**config.mk**
```make
export PLATFORM = sky130hd
export DESIGN_NAME = mpeg_audio_header_sync
export DESIGN_NICKNAME = d
export VERILOG_FILES = /design/src/sv/mahs_pkg.sv /design/src/sv/mahs_in_stage.sv /design/src/sv/mahs_sync_fsm.sv /design/src/sv/mahs_out_stage.sv /design/src/sv/mpeg_audio_header_sync.sv
export SDC_FILE = /design/constraint.sdc
export NUM_CORES = 1
export LEC_CHECK = 0
export BUFFER_PORTS_ARGS = -buffer_cell sky130_fd_sc_hd__buf_2
export CAP_MARGIN = 0
export CORE_MARGIN = 2
export CORE_UTILIZATION = 50
export CTS_BUF_LIST = sky130_fd_sc_hd__clkbuf_16
export DETAILED_ROUTE_END_ITERATION = 16
export MAX_ROUTING_LAYER = met4
export PLACE_DENSITY = 0.84
export SYNTH_ARGS = -nofsm -noshare
export SYNTH_HDL_FRONTEND = slang
export SYNTH_SLANG_ARGS = --single-unit
```
**constraint.sdc**
```tcl
create_clock -name aclk -period 5.4 [get_ports aclk]
set_input_delay 0.54 -clock aclk [delete_from_list [all_inputs] [get_ports aclk]]
set_output_delay 0.54 -clock aclk [all_outputs]
set_load 0.05 [all_outputs]
```
**src/sv/mahs_pkg.sv**
```systemverilog
package mahs_pkg;

    // frame header byte patterns
    localparam logic [7:0]  SYNC_BYTE    = 8'hFF;
    localparam logic [7:0]  SYNC_MASK    = 8'hE0;
    localparam logic [7:0]  VERSION_MASK = 8'h18;
    localparam logic [7:0]  VERSION_RSVD = 8'h08;
    localparam logic [7:0]  LAYER_MASK   = 8'h06;
    localparam logic [7:0]  BITRATE_MASK = 8'hF0;
    localparam logic [7:0]  SRATE_MASK   = 8'h0C;
    localparam logic [15:0] DROP_MAX     = 16'hFFFF;

    typedef enum logic [3:0] {
        PH_HUNT  = 4'b0001,
        PH_BYTE1 = 4'b0010,
        PH_BYTE2 = 4'b0100,
        PH_BYTE3 = 4'b1000
    } phase_t;

    typedef struct packed {
        logic [31:0] header_word;
        logic [15:0] bytes_dropped;
    } result_t;

    // sync bits, version not reserved, layer non-zero unless allowed
    function automatic logic second_byte_ok(input logic [7:0] b, input logic allow_l4);
        second_byte_ok = ((b & SYNC_MASK) == SYNC_MASK) &&
                         ((b & VERSION_MASK) != VERSION_RSVD) &&
                         (((b & LAYER_MASK) != 8'h00) || allow_l4);
    endfunction

    // bitrate index neither free nor bad, sampling index not reserved
    function automatic logic third_byte_ok(input logic [7:0] b);
        third_byte_ok = ((b & BITRATE_MASK) != 8'h00) &&
                        ((b & BITRATE_MASK) != BITRATE_MASK) &&
                        ((b & SRATE_MASK) != SRATE_MASK);
    endfunction

endpackage

```
**src/sv/mahs_in_stage.sv**
```systemverilog
module mahs_in_stage (
    input  logic       aclk,
    input  logic       aresetn,
    input  logic       s_valid,
    output logic       s_ready,
    input  logic [7:0] s_stream_byte,
    input  logic       take,
    output logic       byte_valid,
    output logic [7:0] byte_data
);
    logic       valid_reg, valid_next;
    logic [7:0] byte_reg;

    assign s_ready    = !valid_reg || take;
    assign byte_valid = valid_reg;
    assign byte_data  = byte_reg;

    always_comb begin
        valid_next = valid_reg;
        if (take) begin
            valid_next = 1'b0;
        end
        if (s_valid && s_ready) begin
            valid_next = 1'b1;
        end
    end

    always_ff @(posedge aclk) begin
        if (!aresetn) begin
            valid_reg <= 1'b0;
        end else begin
            valid_reg <= valid_next;
        end
    end

    always_ff @(posedge aclk) begin
        if (s_valid && s_ready) begin
            byte_reg <= s_stream_byte;
        end
    end

endmodule

```
**src/sv/mahs_sync_fsm.sv**
```systemverilog
module mahs_sync_fsm (
    input  logic             aclk,
    input  logic             aresetn,
    input  logic             allow_l4,
    input  logic             byte_valid,
    input  logic [7:0]       byte_data,
    input  logic             out_free,
    output logic             take,
    output logic             res_valid,
    output mahs_pkg::result_t res
);
    import mahs_pkg::*;

    phase_t      phase_reg, phase_next;
    logic [7:0]  held0_reg, held0_next;
    logic [7:0]  held1_reg, held1_next;
    logic [7:0]  held2_reg, held2_next;
    logic [15:0] drop_reg, drop_next;
    logic        is_last;
    logic        ok2, chk1, ok1;

    assign is_last   = (phase_reg == PH_BYTE3);
    // the final byte needs room in the result register
    assign take      = byte_valid && (!is_last || out_free);
    assign res_valid = take && is_last;
    assign res.header_word   = {held0_reg, held1_reg, held2_reg, byte_data};
    assign res.bytes_dropped = drop_reg;

    // recheck chain: third byte, then second byte, then first byte
    assign ok2  = (phase_reg == PH_BYTE2) && third_byte_ok(byte_data);
    assign chk1 = (phase_reg == PH_BYTE1) ||
                  ((phase_reg == PH_BYTE2) && !ok2 && (held1_reg == SYNC_BYTE));
    assign ok1  = chk1 && second_byte_ok(byte_data, allow_l4);

    always_comb begin
        phase_next = phase_reg;
        held0_next = held0_reg;
        held1_next = held1_reg;
        held2_next = held2_reg;
        drop_next  = drop_reg;
        if (take) begin
            if (is_last) begin
                phase_next = PH_HUNT;
                drop_next  = '0;
            end else if (ok2) begin
                held2_next = byte_data;
                phase_next = PH_BYTE3;
            end else if (ok1) begin
                held1_next = byte_data;
                phase_next = PH_BYTE2;
            end else if (byte_data == SYNC_BYTE) begin
                held0_next = byte_data;
                phase_next = PH_BYTE1;
            end else if ((drop_reg == '0) && second_byte_ok(byte_data, allow_l4)) begin
                // missing leading sync byte, implied
                held0_next = SYNC_BYTE;
                held1_next = byte_data;
                phase_next = PH_BYTE2;
            end else begin
                if (drop_reg != DROP_MAX) begin
                    drop_next = drop_reg + 16'd1;
                end
                phase_next = PH_HUNT;
            end
        end
    end

    always_ff @(posedge aclk) begin
        if (!aresetn) begin
            phase_reg <= PH_HUNT;
            drop_reg  <= '0;
        end else begin
            phase_reg <= phase_next;
            drop_reg  <= drop_next;
        end
    end

    always_ff @(posedge aclk) begin
        held0_reg <= held0_next;
        held1_reg <= held1_next;
        held2_reg <= held2_next;
    end

endmodule

```
**src/sv/mahs_out_stage.sv**
```systemverilog
module mahs_out_stage (
    input  logic              aclk,
    input  logic              aresetn,
    input  logic              res_valid,
    input  mahs_pkg::result_t res,
    output logic              out_free,
    output logic              m_valid,
    input  logic              m_ready,
    output logic [31:0]       m_header_word,
    output logic [15:0]       m_bytes_dropped
);
    import mahs_pkg::*;

    logic    valid_reg, valid_next;
    result_t res_reg;

    assign out_free        = !valid_reg || m_ready;
    assign m_valid         = valid_reg;
    assign m_header_word   = res_reg.header_word;
    assign m_bytes_dropped = res_reg.bytes_dropped;

    always_comb begin
        valid_next = valid_reg;
        if (m_ready) begin
            valid_next = 1'b0;
        end
        if (res_valid) begin
            valid_next = 1'b1;
        end
    end

    always_ff @(posedge aclk) begin
        if (!aresetn) begin
            valid_reg <= 1'b0;
        end else begin
            valid_reg <= valid_next;
        end
    end

    always_ff @(posedge aclk) begin
        if (res_valid) begin
            res_reg <= res;
        end
    end

endmodule

```
**src/sv/mpeg_audio_header_sync.sv**
```systemverilog
// mpeg audio frame header hunter. takes one stream byte per word on the s_ channel and
// gives one word on the m_ channel for each 4-byte header found: the header with its first
// byte in bits 31..24, and the number of bytes skipped before it (saturating at 65535).
// a byte that fails a check is rechecked at the earlier search states; a lone valid second
// byte is taken with an implied 0xFF only while nothing has been dropped yet. cfg_wdata
// written with cfg_we sets allow_layer_four (accept a zero layer field); write it only
// while the block is idle. throughput is one byte per cycle, set by the single-pass check
// between the input register and the result register, except while the last byte of a
// header waits for a full result register; s_ready follows m_ready combinationally only
// then. a header word is registered in the result register as its last byte is taken.
module mpeg_audio_header_sync (
    input  logic        aclk,
    input  logic        aresetn,
    input  logic        cfg_we,
    input  logic        cfg_wdata,
    input  logic        s_valid,
    output logic        s_ready,
    input  logic [7:0]  s_stream_byte,
    output logic        m_valid,
    input  logic        m_ready,
    output logic [31:0] m_header_word,
    output logic [15:0] m_bytes_dropped
);
    import mahs_pkg::*;

    // configuration register
    logic    allow_l4_reg;

    // links between input register, search state and result register
    logic       take;
    logic       byte_valid;
    logic [7:0] byte_data;
    logic       out_free;
    logic       res_valid;
    result_t    res;

    always_ff @(posedge aclk) begin
        if (!aresetn) begin
            allow_l4_reg <= 1'b0;
        end else if (cfg_we) begin
            allow_l4_reg <= cfg_wdata;
        end
    end

    // input register, freed as the search logic consumes the byte
    mahs_in_stage u_in (
        .aclk          (aclk),
        .aresetn       (aresetn),
        .s_valid       (s_valid),
        .s_ready       (s_ready),
        .s_stream_byte (s_stream_byte),
        .take          (take),
        .byte_valid    (byte_valid),
        .byte_data     (byte_data)
    );

    // header search state and checks, one byte per pass
    mahs_sync_fsm u_fsm (
        .aclk       (aclk),
        .aresetn    (aresetn),
        .allow_l4   (allow_l4_reg),
        .byte_valid (byte_valid),
        .byte_data  (byte_data),
        .out_free   (out_free),
        .take       (take),
        .res_valid  (res_valid),
        .res        (res)
    );

    // result register towards the m_ side
    mahs_out_stage u_out (
        .aclk            (aclk),
        .aresetn         (aresetn),
        .res_valid       (res_valid),
        .res             (res),
        .out_free        (out_free),
        .m_valid         (m_valid),
        .m_ready         (m_ready),
        .m_header_word   (m_header_word),
        .m_bytes_dropped (m_bytes_dropped)
    );

endmodule

```
==> results.tsv, run 1 <==
stage	metric	value	unit
critical_path	crit_required	5.41	ns
clock_tree	clockBufferDepth	2	
critical_path	cp-start-kind	flip-flop	
global_route	antenna_found_initial	0	
logic_synthesis	synth_cell_types	46	
critical_path	crit_chain	o311ai_1, a311o_1, and3_1	
sta	period_needed	2.62	ns
logic_synthesis	synth-edff-count	80	
sta	setup_viol	0	
logic_synthesis	synth_ff_type	edfxtp_1	
sta	finClkSkew	0.00520	ns
sta	maxSlewHeadroom	0.133	
clock_tree	clk_latency	0.34	ns
clock_tree	tritoncts	yes	
critical_path	worstPathArrival	2.63	ns
critical_path	critPathMaxStageDelay	0.74	ns
final_layout	finish.utilization	0.611	
hold_path	holdPathEnd	u_in.byte_data[5]$_DFFE_PP_	
final_layout	final_common_cell	edfxtp_1	
route	drt-total-wl	7210	um
clock_tree	cts_resized	0	
floorplan	core_area	7690	um^2
critical_path	worstPathMaxFanout	15	
clock_tree	holdBufCountCts	0	
clock_tree	cts_root_buf	clkbuf_16	
sta	max_freq	381	MHz
route	vias	2521	
hold_path	min-delay-start	s_stream_byte[5]	
global_route	grt_max_degree	49	
logic_synthesis	synthArstFlopShare	0	
clock_tree	cts_sinks	103	
final_layout	layout-drive-gt1-share	0.275	
logic_synthesis	ys_seq_area_frac	0.728	
clock_tree	post_cts_buffers	0	
critical_path	slowest_stage	o311ai_1	
floorplan	boundaryPins	64	
clock_tree	clk_pin_slew	0.07	ns
critical_path	path_buf_inv	0	
global_route	grt_util_all_layers	0.185	
floorplan	dieArea	8590	um^2
global_route	grt_pass1_wl	11800	um
critical_path	worstRegToRegCells	3	
power	ir_worst_vdd	0.174	mV
hold_path	hold_path.class	input port to flip-flop	
route	dr.pass1.iters	6	
sta	drv_slew	0	
final_layout	antenna_cells	0	
route	drt_iter0_drc	77	
final_layout	largest_reg_flops	32	
floorplan	die_h	92.7	um
run	max_cap_viol_count	0	
placement	place_hpwl	4930	um
final_layout	areaGrowthSynthToFinish	19.4	%
logic_synthesis	syn_inst	264	
critical_path	reg2reg_setup_slack	2.78	ns
floorplan	placementRows	32	
final_layout	layoutNonFillerInstCount	448	
sta	min_period_over_period	0.485	
logic_synthesis	yosys_warnings	0	
critical_path	end_kind	flip-flop	
route	routedWlPerCell	16.1	um
sta	final-hold-violation-count	0	
clock_tree	cts_buffers	9	
power	power_leakage	1.64	nW
hold_path	holdPathStages	1	
critical_path	critical_path_class	flip-flop to flip-flop	
clock_tree	htree_levels	3	
route	ant_nets	0	
placement	portBuffers	63	
floorplan	die_w	92.7	um
route	drc	0	
sta	worstMarginPinSlew	1.29	ns
logic_synthesis	netlist_area	3930	um^2
global_route	grt_overflow	0	
placement	gp_congestion	0.841	
global_route	grt_pass1_vias	2509	
final_layout	layout_common_cells	edfxtp_1 (80), buf_2 (63), dfxtp_1 (23)	
power	powerDensity	334	nW/um^2
sta	setup_tns	0	ns
route	viasPerCell	5.63	
floorplan	initial_core_util	0.512	
logic_synthesis	ys_ff_latch	103	
logic_synthesis	avgSynthCellArea	14.9	um^2
run_status	outcome	completed	
final_layout	nNetsFinal	357	
placement	place_inst	432	
critical_path	reg2reg_from	u_in.byte_data[1]$_DFFE_PP_	
critical_path	r2r-end	u_fsm.held0_reg[6]$_SDFFCE_PP1P_	
critical_path	cp_top_family	compound AO/OA/AOI/OAI gates	
sta	rsz0062_at_grt	false	
==> worst reg2reg max path: stages, from the launching register on <==
cell and delay, ns:
edfxtp_1 0.44, o311ai_1 0.74, a311o_1 0.62, and3_1 0.49
==> report_power, final <==
part	switching (W)	internal, W
Sequential	0.0000104	0.000859
Combinational	0.0000250	0.0000138
Clock	0.000291	0.000369
==> Yosys cell counts, types with 3 or more instances <==
cell type,count,share of area
nor2b_1,4,0.0064
dfxtp_1,23,0.12
nor4_1,7,0.011
nand2_1,13,0.012
nand3_1,11,0.014
nand2b_1,3,0.0048
nor2_1,6,0.0057
o211ai_1,8,0.015
and2_1,7,0.011
and3_1,3,0.0048
nor3_1,9,0.011
o21a_1,3,0.0057
o211ai_2,8,0.025
clkbuf_1,4,0.0038
edfxtp_1,80,0.61
mux2i_1,3,0.0076
inv_1,17,0.016
nand4_1,17,0.027
==> per-stage QoR <==
| stage | area, um^2 | power (W) | hold WS (ns) | setup WS [ns] |
|---|---|---|---|---|
| 3_5_place_dp | 4390 | 0.000925 | 0.408 | 2.81 |
| 3_3_place_gp | 4390 | 0.000923 | 0.402 | 2.92 |
| 5_1_grt | 4700 | 0.00162 | 0.361 | 2.63 |
| 6_report | 4700 | 0.00157 | 0.368 | 2.78 |
| 2_1_floorplan | 3960 | 0.000909 | 0.400 | 3.19 |
| 4_1_cts | 4700 | 0.00157 | 0.361 | 2.80 |
==> final cells by class <==
class | count | area [um^2]
Fill cell | 588 | 2990
Sequential cell | 103 | 2860
Multi-Input combinational cell | 145 | 1000
Timing Repair Buffer | 65 | 330
Clock buffer | 9 | 225
Tap cell | 102 | 128
Clock inverter | 7 | 85.1
Inverter | 17 | 63.8
==> metal layers <==
metal  global-route usage  vias to the layer above  share of wire
met5                    -                        -              0
met4               0.0637                        0          0.022
met3               0.0529                       16          0.055
met2                0.327                       91           0.53
met1                0.200                     1226           0.39
li1                     -                     1188              -
==> cell families after synthesis <==
logic type / after synthesis / synth area share
adder cells (fa/ha/maj): 2 / 0.00636
buffers and inverters: 23 / 0.0242
AO/OA/AOI/OAI: 39 / 0.0957
flip-flops: 103 / 0.728
XOR/XNOR: 1 / 0.00223
other: 1 / 0.000953
multiplexers: 3 / 0.00763
AND/OR/NAND/NOR: 92 / 0.135
==> how the worst max path moves through the flow <==
| stage | cells past startpoint | from | to | slack [ns] |
|---|---|---|---|---|
| 2_1_floorplan | 4 | u_fsm.phase_reg[3]$_SDFFE_PN0P_ | u_fsm.held1_reg[0]$_DFFE_PP_ | 3.19 |
| 3_3_place_gp | 3 | u_in.byte_data[1]$_DFFE_PP_ | u_fsm.held0_reg[2]$_SDFFCE_PP1P_ | 2.92 |
| 3_5_place_dp | 3 | u_in.byte_data[2]$_DFFE_PP_ | u_fsm.held0_reg[2]$_SDFFCE_PP1P_ | 2.81 |
| 4_1_cts | 3 | u_in.byte_data[2]$_DFFE_PP_ | u_fsm.held0_reg[0]$_SDFFCE_PP1P_ | 2.80 |
| 5_1_grt | 3 | u_in.byte_data[2]$_DFFE_PP_ | u_fsm.held0_reg[0]$_SDFFCE_PP1P_ | 2.63 |
| 6_report | 3 | u_in.byte_data[1]$_DFFE_PP_ | u_fsm.held0_reg[6]$_SDFFCE_PP1P_ | 2.78 |
Note: power is estimated with default switching activity, not from simulation.
==> run 2, diff against run 1 <==
Clock period 5.4 ns to 2.74 ns, I/O delays scaled along.
==> run 2 against run 1 <==
  * Clock skew grew 0.0026 ns
  * First-iteration DRC count increased by 100%
  * Register-to-register slack got worse by 2.5 ns
  * Maximum frequency rose by 7.1%
  * Sequential power is 98% higher
  * Via count decreased by 0.40%
  * Critical endpoint is now u_fsm.held2_reg[1]$_DFFE_PP_
  * Highest routed layer unchanged
==> results.tsv, run 2 (synthesized netlist as in run 1, its figures left out) <==
stage	metric	value	unit	change
critical_path	worstPathArrival	2.40	ns	-0.23 ns
global_route	antenna_found_initial	0		unchanged
floorplan	placementRows	32		unchanged
run_status	outcome	completed		
critical_path	cp-start-kind	flip-flop		
final_layout	seqCellArea	2860	um^2	unchanged
placement	place_inst	436		+0.93%
final_layout	final_common_cell	edfxtp_1		
power	p_sw_frac	0.205		-0.00272
sta	min_period_over_period	0.893		+0.408
critical_path	crit_required	2.69	ns	-2.72 ns
sta	final-hold-violation-count	0		unchanged
final_layout	layoutNonFillerInstCount	452		+0.89%
critical_path	critical_path_class	flip-flop to flip-flop		
placement	portBuffers	63		unchanged
placement	place_hpwl	4880	um	-1.0%
power	switching_power	0.000631	W	+93%
floorplan	initial_core_util	0.512		unchanged
sta	rsz0062_at_grt	false		
route	viasPerCell	5.56		-1.3%
global_route	grt_overflow	0		unchanged
final_layout	multi_input_area	1000	um^2	unchanged
power	ir_worst_vdd	0.300	mV	+72%
power	powerDensity	649	nW/um^2	+94%
clock_tree	clk_latency	0.34	ns	about the same
clock_tree	cts_resized	0		unchanged
critical_path	end_kind	flip-flop		
critical_path	worstPathMaxFanout	9		-6
route	drt_iter0_drc	154		+100%
sta	setup_viol	0		unchanged
power	power_leakage	1.68	nW	+2.0%
floorplan	die_w	92.7	um	unchanged
route	drc	0		unchanged
clock_tree	htree_levels	3		unchanged
sta	drv_slew	0		unchanged
sta	max_freq	409	MHz	+7.1%
final_layout	nNetsFinal	361		+1.1%
floorplan	core_area	7690	um^2	unchanged
power	p_int	0.00244	W	+97%
route	ant_nets	0		unchanged
power	seqPwrFrac	0.558		+0.003
route	routedWlPerCell	16.2	um	+0.50%
clock_tree	cts_sinks	103		unchanged
final_layout	areaGrowthSynthToFinish	20.4	%	
global_route	grt_pass1_wl	11900	um	+0.88%
power	power_frac_clock	0.417		-0.004
clock_tree	clk_pin_slew	0.07	ns	about the same
clock_tree	tritoncts	yes		
clock_tree	holdBufCountCts	0		unchanged
placement	place_area	4430	um^2	+0.97%
clock_tree	cts_root_buf	clkbuf_16		
sta	setup_tns	0	ns	unchanged
run	max_cap_viol_count	0		unchanged
sta	maxSlewHeadroom	0.174		+0.0410
route	drt-total-wl	7310	um	+1.4%
final_layout	antenna_cells	0		unchanged
final_layout	largest_reg_flops	32		unchanged
route	vias	2511		-0.40%
power	finalPower	0.00307	W	+96%
sta	finClkSkew	0.00783	ns	+0.00263 ns
floorplan	boundaryPins	64		unchanged
hold_path	hold_path.class	input port to flip-flop		
global_route	grt_util_all_layers	0.186		+0.00156
final_layout	fillers	589		+0.17%
power	pwr-share-comb	0.025		about the same
global_route	grt_max_degree	30		-39%
sta	period_needed	2.45	ns	-0.174 ns
clock_tree	cts_buffers	9		unchanged
final_layout	stdcell_area	4740	um^2	+0.83%
floorplan	die_h	92.7	um	unchanged
clock_tree	clockBufferDepth	2		unchanged
final_layout	layout_common_cells	edfxtp_1 (80), buf_2 (63), dfxtp_1 (23)		
placement	gp_congestion	0.833		-0.98%
route	dr.pass1.iters	5		-1
global_route	grt_pass1_vias	2464		-1.8%
sta	whs	0.107	ns	-0.261 ns
final_layout	layout-drive-gt1-share	0.280		+0.00543
clock_tree	post_cts_buffers	0		unchanged
sta	worstMarginPinSlew	1.23	ns	-0.0610 ns
floorplan	dieArea	8590	um^2	unchanged
-- run 2: stage by stage --
| step | setup WS, ns | util |
|---|---|---|
| final | 0.292 | 0.616 |
| after global routing | 0.165 | 0.616 |
| after CTS | 0.285 | 0.616 |
| after detailed placement | 0.299 | 0.576 |
| after global placement | 0.404 | 0.576 |
| after floorplan | 0.527 | - |
-- run 2: path summary, 6_finish.rpt --
check                                     from                                to  slack, ns  depth (start not counted)
setup / recovery   u_in.byte_data[2]$_DFFE_PP_      u_fsm.held2_reg[1]$_DFFE_PP_       0.29                          4
hold / removal                s_stream_byte[6]       u_in.byte_data[6]$_DFFE_PP_       0.11                          1
setup reg to reg   u_in.byte_data[2]$_DFFE_PP_      u_fsm.held2_reg[1]$_DFFE_PP_       0.29                          4
hold reg to reg   u_fsm.held2_reg[1]$_DFFE_PP_  u_out.m_header_word[9]$_DFFE_PP_       0.42                          0
-- run 2: critical path, stage by stage (launching register included) --
cell	delay (ns)
edfxtp_1	0.47
and2_1	0.22
nor2_1	0.30
nand2_1	0.09
nor3_1	0.98
-- run 2: power groups by stage --
stage | logic (W) | clock network [W] | registers, W
5_1_grt | 0.0000848 | 0.00137 | 0.00172
3_3_place_gp | 0.0000732 | 0 | 0.00175
2_1_floorplan | 0.0000512 | 0 | 0.00174
6_report | 0.0000769 | 0.00128 | 0.00172
3_5_place_dp | 0.0000752 | 0 | 0.00175
4_1_cts | 0.0000762 | 0.00130 | 0.00171
-- run 2: cell type report --
cell class,instances,area share
clock buffers,9,0.0475
clock inverters,7,0.0172
inverters,17,0.0135
multi-input cells,145,0.212
flip-flops and latches,103,0.604
well taps,102,0.0269
repair buffers,69,0.0787
-- run 2: per-layer routing --
layer	track usage	up-vias	routed length, um
li1	-	1203	-
met1	0.217	1203	2900
met2	0.318	96	3840
met3	0.0496	9	453
met4	0.0600	0	113
met5	-	-	0
==> run 3, diff against run 2 <==
Settings changed: PLACE_DENSITY 0.84 to 0.72.
==> run 3 against run 2 <==
  * Worst hold slack got worse by 0.011 ns
  * Clock power barely moved
  * Global-route usage fell by 0.49 points
  * Critical path depth did not move
  * Clock skew barely moved
==> results.tsv, run 3 (synthesized netlist as in run 1, its figures left out) <==
stage	metric	value	unit	change
route	routedWlPerCell	15.7	um	-2.7%
hold_path	holdPathEnd	u_in.byte_data[2]$_DFFE_PP_		
clock_tree	cts_resized	0		unchanged
placement	portBuffers	63		unchanged
route	ant_nets	0		unchanged
floorplan	core_area	7690	um^2	unchanged
floorplan	boundaryPins	64		unchanged
critical_path	reg2reg_from	u_fsm.phase_reg[3]$_SDFFE_PN0P_		
critical_path	cp-start-kind	flip-flop		
global_route	grt_overflow	0		unchanged
run_status	outcome	completed		
route	drc	0		unchanged
sta	finClkSkew	0.00783	ns	+0.00000386 ns
floorplan	die_h	92.7	um	unchanged
critical_path	critical_path_class	flip-flop to flip-flop		
global_route	grt_pass1_wl	11400	um	-4.4%
power	p_int	0.00238	W	-2.5%
route	drt-total-wl	7260	um	-0.75%
global_route	grt_util_all_layers	0.181		-0.00489
final_layout	fillers	592		+0.51%
global_route	grt_max_degree	39		+30%
power	seqPwrFrac	0.558		about the same
sta	final-hold-violation-count	0		unchanged
route	dr_wl_met3	358	um	-21%
sta	setup_tns	0	ns	unchanged
global_route	grt_pass1_vias	2266		-8.0%
final_layout	largest_reg_flops	32		unchanged
critical_path	worstPathArrival	2.48	ns	+0.08 ns
clock_tree	clockBufferDepth	2		unchanged
final_layout	layout_common_cells	edfxtp_1 (80), buf_2 (63), dfxtp_1 (23)		
power	pwr-share-comb	0.030		+0.005
clock_tree	cts_root_buf	clkbuf_16		
sta	period_needed	2.47	ns	+0.0265 ns
sta	drv_slew	0		unchanged
final_layout	areaGrowthSynthToFinish	22.5	%	
final_layout	antenna_cells	0		unchanged
critical_path	end_kind	flip-flop		
run	max_cap_viol_count	0		unchanged
route	drt_iter0_drc	226		+47%
critical_path	worstPathMaxFanout	9		unchanged
final_layout	finish.utilization	0.627		+0.0107
route	dr.pass1.iters	4		-1
global_route	antenna_found_initial	0		unchanged
sta	maxSlewHeadroom	0.490		+0.316
floorplan	placementRows	32		unchanged
hold_path	min-delay-start	s_stream_byte[2]		
sta	min_period_over_period	0.903		+0.00967
route	top_layer_used	met4		
clock_tree	post_cts_buffers	0		unchanged
sta	max_freq	404	MHz	-1.1%
power	finalPower	0.00306	W	-0.29%
critical_path	r2r-end	u_fsm.held1_reg[7]$_DFFE_PP_		
critical_path	worstRegToRegCells	4		unchanged
route	viasPerCell	5.42		-2.5%
sta	worstMarginPinSlew	0.761	ns	-0.469 ns
final_layout	nNetsFinal	370		+2.5%
floorplan	die_w	92.7	um	unchanged
final_layout	layout-drive-gt1-share	0.306		+0.0264
hold_path	holdPathStages	1		unchanged
clock_tree	htree_levels	3		unchanged
power	p_sw_frac	0.223		+0.0172
clock_tree	clk_pin_slew	0.07	ns	about the same
floorplan	initial_core_util	0.512		unchanged
placement	place_inst	445		+2.1%
clock_tree	cts_buffers	9		unchanged
placement	gp_congestion	0.918		+10%
sta	rsz0062_at_grt	false		
sta	setup_viol	0		unchanged
power	power_frac_clock	0.412		-0.005
power	ir_worst_vdd	0.326	mV	+8.8%
power	power_leakage	1.72	nW	+2.7%
route	wl_met2	3460	um	-10%
clock_tree	holdBufCountCts	0		unchanged
clock_tree	clk_latency	0.35	ns	about the same
clock_tree	cts_sinks	103		unchanged
sta	whs	0.0960	ns	-0.0108 ns
critical_path	reg2reg_setup_slack	0.27	ns	-0.03 ns
route	wl_met1	3320	um	+15%
floorplan	dieArea	8590	um^2	unchanged
power	switching_power	0.000682	W	+8.1%
hold_path	hold_path.class	input port to flip-flop		
power	powerDensity	636	nW/um^2	-2.0%
final_layout	final_common_cell	edfxtp_1		
critical_path	crit_required	2.75	ns	+0.06 ns
clock_tree	tritoncts	yes		
route	vias	2497		-0.56%
final_layout	layoutNonFillerInstCount	461		+2.0%
placement	place_hpwl	4830	um	-1.0%
## run 3: changes by cell type in the layout (fill, tap and decap cells not counted)
cell        delta
a2111oi_1      -1
clkinv_4       -1
clkinv_8       +3
inv_8          -1
inv_1          -1
nor3_1         -1
inv_6          +2
buf_4          +9
a2111oi_2      +1
clkinvlp_4     -1
nor3_2         +1
bufinv_16      -1
## run 3: power groups by stage
stage                     clock [W]  sequential (W)  combinational (W)
after global placement            0         0.00174          0.0000891
after CTS                   0.00129         0.00171          0.0000910
after floorplan                   0         0.00174          0.0000512
after detailed placement          0         0.00174          0.0000896
after global routing        0.00134         0.00171           0.000101
final                       0.00126         0.00171          0.0000923
## run 3: routing by layer
metal | vias up | track usage
li1 | 1222 | -
met1 | 1193 | 0.245
met2 | 73 | 0.268
met3 | 9 | 0.0399
met4 | 0 | 0.0809
met5 | - | -
## run 3: worst max path at each step
stage	start	endpoint	slack (ns)	cells after the start
after CTS	u_fsm.drop_reg[0]$_SDFFE_PN0P_	u_fsm.drop_reg[15]$_SDFFE_PN0P_	0.06	6
final	u_fsm.phase_reg[3]$_SDFFE_PN0P_	u_fsm.held1_reg[7]$_DFFE_PP_	0.27	4
after global placement	u_fsm.drop_reg[0]$_SDFFE_PN0P_	u_fsm.drop_reg[15]$_SDFFE_PN0P_	0.16	6
after floorplan	u_fsm.phase_reg[3]$_SDFFE_PN0P_	u_fsm.held1_reg[0]$_DFFE_PP_	0.53	4
after detailed placement	u_fsm.drop_reg[0]$_SDFFE_PN0P_	u_fsm.drop_reg[15]$_SDFFE_PN0P_	0.06	6
after global routing	u_fsm.phase_reg[3]$_SDFFE_PN0P_	u_fsm.held1_reg[0]$_DFFE_PP_	0.19	4
## run 3: area by class of cell
| type | instances | area, um^2 | share of cell area |
|---|---|---|---|
| multi-input combinational | 145 | 1010 | 0.210 |
| timing repair buffer | 78 | 440 | 0.0914 |
| clock inverter | 7 | 86.3 | 0.0179 |
| tap | 102 | 128 | 0.0265 |
| clock buffer | 9 | 225 | 0.0467 |
| inverter | 17 | 63.8 | 0.0132 |
| sequential | 103 | 2860 | 0.594 |
## run 3: worst max-delay path, cell delays in order, from the launching register on
cell and delay (ns):
dfxtp_1 0.34, or4b_4 0.57, o31a_1 0.35, a311oi_4 0.43, o21a_1 0.44
## run 3: through the flow
| step | area [um^2] | setup slack, ns |
|---|---|---|
| 2_1_floorplan | 3960 | 0.527 |
| 3_3_place_gp | 4500 | 0.161 |
| 3_5_place_dp | 4500 | 0.0561 |
| 4_1_cts | 4810 | 0.0641 |
| 5_1_grt | 4820 | 0.186 |
| 6_report | 4820 | 0.266 |
